File: src/hdl/plom_pkg.sv
// Shared types and constants for the price level order matcher.
// Used by plom_cell, plom_book and price_level_order_matcher; depends on nothing.
`timescale 1ns / 1ps

package plom_pkg;

    localparam int PRICE_W   = 32;
    localparam int QTY_W     = 32;
    localparam int ORD_QTY_W = 16;

    // Result action codes.
    typedef enum logic [1:0] {
        ACT_NEW    = 2'd0,
        ACT_ADD    = 2'd1,
        ACT_CROSS  = 2'd2,
        ACT_REJECT = 2'd3
    } action_t;

    // Operation applied to one book in the update cycle.
    typedef enum logic [1:0] {
        OP_NONE   = 2'd0,
        OP_POP    = 2'd1,
        OP_ADD    = 2'd2,
        OP_INSERT = 2'd3
    } book_op_t;

    // Command from the controller to every cell of one book.
    typedef struct packed {
        logic     capture;
        book_op_t op;
    } book_cmd_t;

    // What a cell shows its neighbors.
    typedef struct packed {
        logic               valid;
        logic               ahead;
        logic [PRICE_W-1:0] price;
        logic [QTY_W-1:0]   qty;
    } cell_bus_t;

    // Summary of one book for the controller.
    typedef struct packed {
        logic               head_valid;
        logic [PRICE_W-1:0] head_price;
        logic [QTY_W-1:0]   head_qty;
        logic               head_reach;
        logic               any_match;
        logic               full;
        logic [QTY_W-1:0]   add_qty;
        logic               add_sat;
        logic               best_next_valid;
        logic [PRICE_W-1:0] best_next_price;
    } book_stat_t;

endpackage

File: src/hdl/plom_cell.sv
// One price level of a book: price, aggregate quantity, valid bit and the
// compare flags taken when an order arrives. Depends on plom_pkg.
`timescale 1ns / 1ps

module plom_cell #(
    parameter bit DESCENDING = 1'b0
) (
    input  logic                          aclk,
    input  logic                          aresetn,
    input  plom_pkg::book_cmd_t           cmd,
    input  logic [plom_pkg::PRICE_W-1:0]  cmp_price,
    input  logic [plom_pkg::PRICE_W-1:0]  ord_price,
    input  logic [plom_pkg::ORD_QTY_W-1:0] ord_qty,
    input  plom_pkg::cell_bus_t           left,
    input  plom_pkg::cell_bus_t           right,
    output plom_pkg::cell_bus_t           self_bus,
    output logic                          match,
    output logic                          reach,
    output logic [plom_pkg::QTY_W-1:0]    sum_qty,
    output logic                          sum_sat
);

    logic                         valid_reg, valid_next;
    logic [plom_pkg::PRICE_W-1:0] price_reg, price_next;
    logic [plom_pkg::QTY_W-1:0]   qty_reg, qty_next;
    logic                         eq_reg, gt_reg, lt_reg;
    logic [plom_pkg::QTY_W:0]     sum_wide;
    logic                         ahead;

    assign ahead = valid_reg & (DESCENDING ? gt_reg : lt_reg);
    assign match = valid_reg & eq_reg;
    assign reach = valid_reg & (DESCENDING ? (gt_reg | eq_reg) : (lt_reg | eq_reg));

    assign self_bus = '{valid: valid_reg, ahead: ahead, price: price_reg, qty: qty_reg};

    // Saturating add of the order quantity onto this level.
    assign sum_wide = {1'b0, qty_reg}
                    + {{(plom_pkg::QTY_W + 1 - plom_pkg::ORD_QTY_W){1'b0}}, ord_qty};
    assign sum_sat  = sum_wide[plom_pkg::QTY_W];
    assign sum_qty  = sum_sat ? {plom_pkg::QTY_W{1'b1}} : sum_wide[plom_pkg::QTY_W-1:0];

    always_comb begin
        valid_next = valid_reg;
        price_next = price_reg;
        qty_next   = qty_reg;
        case (cmd.op)
            plom_pkg::OP_POP: begin
                valid_next = right.valid;
                price_next = right.price;
                qty_next   = right.qty;
            end
            plom_pkg::OP_ADD: begin
                if (match) begin
                    qty_next = sum_qty;
                end
            end
            plom_pkg::OP_INSERT: begin
                // Levels ahead of the new price stay; the first one behind it
                // takes the new level and the rest move one place down.
                if (!ahead) begin
                    if (left.ahead) begin
                        valid_next = 1'b1;
                        price_next = ord_price;
                        qty_next   = {{(plom_pkg::QTY_W - plom_pkg::ORD_QTY_W){1'b0}}, ord_qty};
                    end else begin
                        valid_next = left.valid;
                        price_next = left.price;
                        qty_next   = left.qty;
                    end
                end
            end
            default: begin
            end
        endcase
    end

    always_ff @(posedge aclk) begin
        if (!aresetn) begin
            valid_reg <= 1'b0;
        end else begin
            valid_reg <= valid_next;
        end
    end

    always_ff @(posedge aclk) begin
        price_reg <= price_next;
        qty_reg   <= qty_next;
        if (cmd.capture) begin
            eq_reg <= (price_reg == cmp_price);
            gt_reg <= (price_reg >  cmp_price);
            lt_reg <= (price_reg <  cmp_price);
        end
    end

endmodule

File: src/hdl/plom_book.sv
// One side of the order book as a chain of plom_cell levels, best level in
// cell 0, plus the summary the controller needs. Depends on plom_pkg, plom_cell.
`timescale 1ns / 1ps

module plom_book #(
    parameter int LEVELS     = 16,
    parameter bit DESCENDING = 1'b0
) (
    input  logic                           aclk,
    input  logic                           aresetn,
    input  plom_pkg::book_cmd_t            cmd,
    input  logic [plom_pkg::PRICE_W-1:0]   cmp_price,
    input  logic [plom_pkg::PRICE_W-1:0]   ord_price,
    input  logic [plom_pkg::ORD_QTY_W-1:0] ord_qty,
    output plom_pkg::book_stat_t           stat
);

    plom_pkg::cell_bus_t          bus [0:LEVELS];
    plom_pkg::cell_bus_t          left_edge;
    logic [LEVELS-1:0]            match_vec;
    logic [LEVELS-1:0]            reach_vec;
    logic [LEVELS-1:0]            sat_vec;
    logic [plom_pkg::QTY_W-1:0]   sum_vec [0:LEVELS-1];
    logic [plom_pkg::QTY_W-1:0]   add_qty;

    // Everything is behind the virtual level in front of cell 0.
    assign left_edge   = '{valid: 1'b1, ahead: 1'b1, price: '0, qty: '0};
    assign bus[LEVELS] = '0;

    for (genvar i = 0; i < LEVELS; i++) begin : g_cell
        plom_cell #(
            .DESCENDING(DESCENDING)
        ) u_cell (
            .aclk     (aclk),
            .aresetn  (aresetn),
            .cmd      (cmd),
            .cmp_price(cmp_price),
            .ord_price(ord_price),
            .ord_qty  (ord_qty),
            .left     ((i == 0) ? left_edge : bus[(i == 0) ? 0 : i - 1]),
            .right    (bus[i + 1]),
            .self_bus (bus[i]),
            .match    (match_vec[i]),
            .reach    (reach_vec[i]),
            .sum_qty  (sum_vec[i]),
            .sum_sat  (sat_vec[i])
        );
    end

    // At most one level matches, so the sum of the matching cell is picked by OR.
    always_comb begin
        add_qty = '0;
        for (int i = 0; i < LEVELS; i++) begin
            add_qty = add_qty | (match_vec[i] ? sum_vec[i] : '0);
        end
    end

    always_comb begin
        stat.head_valid      = bus[0].valid;
        stat.head_price      = bus[0].price;
        stat.head_qty        = bus[0].qty;
        stat.head_reach      = reach_vec[0];
        stat.any_match       = |match_vec;
        stat.full            = bus[LEVELS-1].valid;
        stat.add_qty         = add_qty;
        stat.add_sat         = |(sat_vec & match_vec);
        stat.best_next_valid = bus[0].valid;
        stat.best_next_price = bus[0].price;
        case (cmd.op)
            plom_pkg::OP_POP: begin
                stat.best_next_valid = bus[1].valid;
                stat.best_next_price = bus[1].price;
            end
            plom_pkg::OP_INSERT: begin
                stat.best_next_valid = 1'b1;
                stat.best_next_price = bus[0].ahead ? bus[0].price : ord_price;
            end
            default: begin
            end
        endcase
    end

endmodule

File: config.mk
export PLATFORM = sky130hd
export DESIGN_NAME = plom_book
export DESIGN_NICKNAME = d
export VERILOG_FILES = /design/src/hdl/plom_pkg.sv /design/src/hdl/plom_cell.sv /design/src/hdl/plom_book.sv
export SDC_FILE = /design/constraint.sdc
export NUM_CORES = 2
export LEC_CHECK = 0
export BUFFER_PORTS_ARGS = -buffer_cell sky130_fd_sc_hd__buf_2
export CAP_MARGIN = 20
export CORE_MARGIN = 4
export CORE_UTILIZATION = 25
export DETAILED_ROUTE_END_ITERATION = 8
export PLACE_DENSITY = 0.38
export SYNTH_ARGS = -nofsm -noshare
export SYNTH_HDL_FRONTEND = slang
export SYNTH_SLANG_ARGS = --single-unit
File: constraint.sdc
create_clock -name aclk -period 11.5 [get_ports aclk]
set_clock_uncertainty 0.2 [all_clocks]
set_input_delay 1.15 -clock aclk [delete_from_list [all_inputs] [get_ports aclk]]
set_output_delay 1.15 -clock aclk [all_outputs]
set_load 0.005 [all_outputs]
==> results.sh <==
export IMPL_ys_ff_latch=1072
export IMPL_post_cts_buffers=0
export IMPL_reg2reg_depth=13
export IMPL_wl_met3_um=24500
export IMPL_core_area_um2=363000
export IMPL_viasPerCell=5.62
export IMPL_port_buffer_count=218
export IMPL_synth_seq_area_share_pct=35.0
export IMPL_fin_tns_setup_ps=0
export IMPL_cts_root_buf="clkbuf_16"
export IMPL_slowest_delay_ps=730
export IMPL_cp_num_cells=15
export IMPL_grt_max_degree=210
export IMPL_critPathRequiredTime_ps=10150
export IMPL_r2r_start="g_cell[14].u_cell.qty_reg[0]"
export IMPL_ys_async_sr_fraction_pct=0
export IMPL_critPathBufInv=3
export IMPL_clock_latency_ps=840
export IMPL_vias=89064
export IMPL_final_antenna_net_count=0
export IMPL_endpoint="stat[49]"
export IMPL_gp_congestion=0.980
export IMPL_fmax_ghz=0.114
export IMPL_placement_rows=221
export IMPL_highest_layer="met5"
export IMPL_clk_path_buf_depth=4
export IMPL_die_h_um=613
export IMPL_start_util_pct=25.2
export IMPL_die_area_um2=375000
export IMPL_crit_start="ord_qty[0]"
export IMPL_finalWorstSetupSlack_ps=2710
export IMPL_postSynthCellCount=11155
export IMPL_clkSinkCount=1072
export IMPL_synth_top_area_cell="edfxtp_1"
export IMPL_hp_class="reg -> reg"
export IMPL_hpwl_um=359000
export IMPL_met2_length_um=221000
export IMPL_synth_ff_type="edfxtp_1"
export IMPL_synth_warnings=0
export IMPL_grt_overflow_total=0
export IMPL_finalHoldViolCount=0
export IMPL_numCtsBuffers=159
export IMPL_cts_tree="done"
export IMPL_drt_met1_wl_um=186000
export IMPL_powerDensity_nw_per_um2=142
export IMPL_syn_nets=12024
export IMPL_synth_area_leaders="edfxtp_1 35%, ha_1 11%, nand2_1 7.5%"
export IMPL_maxCapViolations=0
export IMPL_path_clk_slew_ps=50
export IMPL_r2r_slack_ps=6570
export IMPL_fin_nets=11790
export IMPL_wl_per_cell_um=29.5
export IMPL_finalCriticalPeriod_ps=8790
export IMPL_setup_viol=0
export IMPL_synth_area_per_cell_um2=8.20
export IMPL_fillers=39360
export IMPL_ir_drop_uv=89.4
export IMPL_dp_slack_ps=3000
export IMPL_cpMaxStageDelayCell="nand3_1"
export IMPL_die_w_um=613
export IMPL_placed_area_um2=97300
export IMPL_drc_errors=0
export IMPL_grt_pass1_vias=88529
export IMPL_cp_max_fo=17
export IMPL_ctsResizeCount=0
export IMPL_tightest_slew_ps=1240
export IMPL_syn_area_um2=91400
export IMPL_arrival_ps=7440
export IMPL_status="finished clean"
export IMPL_grt_usage_pct=23.9
export IMPL_rsz0062_at_grt="no"
export IMPL_path_class="in -> out"
export IMPL_drive_gt1_share_pct=7.70
export IMPL_start_kind="input port"
export IMPL_antenna_found_initial=39
export IMPL_grt_pass1_wl_um=656000
export IMPL_htree_levels=4
export IMPL_power_leakage_uw=0.0393
export IMPL_dr_pass1_iters=8
export IMPL_crit_top_cell="buf_2"
export IMPL_routed_wl_um=468000
export IMPL_synth_edf_count=1056
export IMPL_drt_initial_drc_count=8491
export IMPL_slew_viol_final=0
export IMPL_fin_crit_sh_pct=76.4
export IMPL_stdcell_area_um2=102000
export IMPL_io_pins=219
export IMPL_postCtsHoldBufs=0
export IMPL_relSlewSlack_pct=16.7
export IMPL_end_kind="output pin"
export IMPL_syn_to_final_growth_pct=11.9
export IMPL_crit_family="compound AO/OA/AOI/OAI gates"
export IMPL_synthDistinctLibCells=95
export IMPL_timing_rr_end="g_cell[14].u_cell.qty_reg[28]"
export IMPL_synth_top_area_share_pct=34.7
export IMPL_power_uw=14500
export IMPL_path_cells="buf_2, buf_4, ha_1, fa_1, a211oi_1, nor4b_1, o31ai_1, o31ai_2, nand3_1, nor2_1, a311oi_1, o21ai_0, a2111oi_0, nand4_1, buf_2"
how the worst min path moves through the flow:
stage	from	end	cells after the start
finish	g_cell[2].u_cell.valid_reg	g_cell[3].u_cell.valid_reg	2
global placement	g_cell[2].u_cell.valid_reg	g_cell[3].u_cell.valid_reg	2
floorplan	g_cell[1].u_cell.valid_reg	g_cell[2].u_cell.valid_reg	2
detailed placement	g_cell[2].u_cell.valid_reg	g_cell[3].u_cell.valid_reg	2
CTS	g_cell[2].u_cell.valid_reg	g_cell[3].u_cell.valid_reg	2
global route	g_cell[15].u_cell.qty_reg[13]	g_cell[14].u_cell.qty_reg[13]	1
tightest hold or removal path, stage by stage, from the launching register on:
cell,delay [ps]
dfxtp_1,360
nand2_1,80
a31oi_1,70
report_power, final:
part | leakage [uW] | switching (uW) | total, uW | internal (uW)
clock network | 0.00243 | 2070 | 4970 | 2900
logic | 0.0264 | 2800 | 4230 | 1430
registers | 0.0104 | 465 | 5280 | 4820
total | 0.0393 | 5330 | 14500 | 9150
area by class of cell:
| class | instances | area, um^2 | share of cell area (%) |
|---|---|---|---|
| Multi-Input combinational cell | 8876 | 55000 | 53.7 |
| Sequential cell | 1072 | 32000 | 31.3 |
| Tap cell | 4794 | 6000 | 5.86 |
| Clock buffer | 192 | 4230 | 4.13 |
| Timing Repair Buffer | 464 | 3040 | 2.97 |
| Inverter | 348 | 1320 | 1.29 |
| Clock inverter | 76 | 702 | 0.686 |
| Antenna cell | 30 | 75.1 | 0.0734 |
routing by layer:
layer / global-route usage [%] / vias up
met5: 0 / -
met1: 28.9 / 43916
li1: - / 40844
met2: 40.3 / 3376
met4: 15.5 / 10
met3: 2.55 / 918
cells in the mapped netlist, types with 57 or more instances:
| master | number |
|---|---|
| a21oi_1 | 741 |
| a211oi_1 | 87 |
| nand3_1 | 271 |
| clkbuf_1 | 700 |
| o21a_1 | 169 |
| buf_4 | 67 |
| a31oi_1 | 688 |
| nand2_1 | 1836 |
| inv_1 | 346 |
| mux2i_1 | 100 |
| a21o_1 | 183 |
| o21ai_0 | 739 |
| nand2b_1 | 106 |
| nor2_1 | 1138 |
| xnor2_1 | 191 |
| nor3_1 | 105 |
| xor2_1 | 127 |
| and2_1 | 72 |
| and3_1 | 121 |
| o211ai_1 | 281 |
| nor4_1 | 57 |
| edfxtp_1 | 1056 |
| o311ai_0 | 133 |
| buf_1 | 86 |
| nor2b_1 | 126 |
| ha_1 | 768 |
| nand4_1 | 222 |
placed cells by master, fill, tap and decap left out, drive strengths merged, types with 107 or more instances in the layout:
master	count
o311ai	133
o21a	170
buf	463
edfxtp	1056
nor3	107
a21oi	743
ha	768
a21o	183
nand3	271
o21ai	744
nor2	1138
inv	350
and3	121
nand4	223
o211ai	281
a31oi	688
xor2	127
nor2b	127
nand2	1836
xnor2	191
clkbuf	193
per-stage QoR:
stage / hold WS [ps] / cells / utilization (%)
floorplan: 299 / 11155 / -
global placement: 347 / 15544 / 26.8
detailed placement: 354 / 15552 / 26.8
CTS: 363 / 15820 / 28.1
global route: 383 / 15832 / 28.2
finish: 356 / 15852 / 28.2
cells by family (layout without fill, tap and decap cells):
kind of cell / after synthesis / count (layout) / synth area share (%)
mux: 153 / 153 / 1.75
flops: 1072 / 1072 / 35.0
fa+ha+maj: 784 / 784 / 10.9
compound gates: 3416 / 3416 / 23.7
buf+inv: 1207 / 1080 / 5.24
simple gates: 4205 / 4205 / 20.4
xor+xnor: 318 / 318 / 3.05
other cells: 0 / 30 / 0
(Power assumes the default switching activity.)
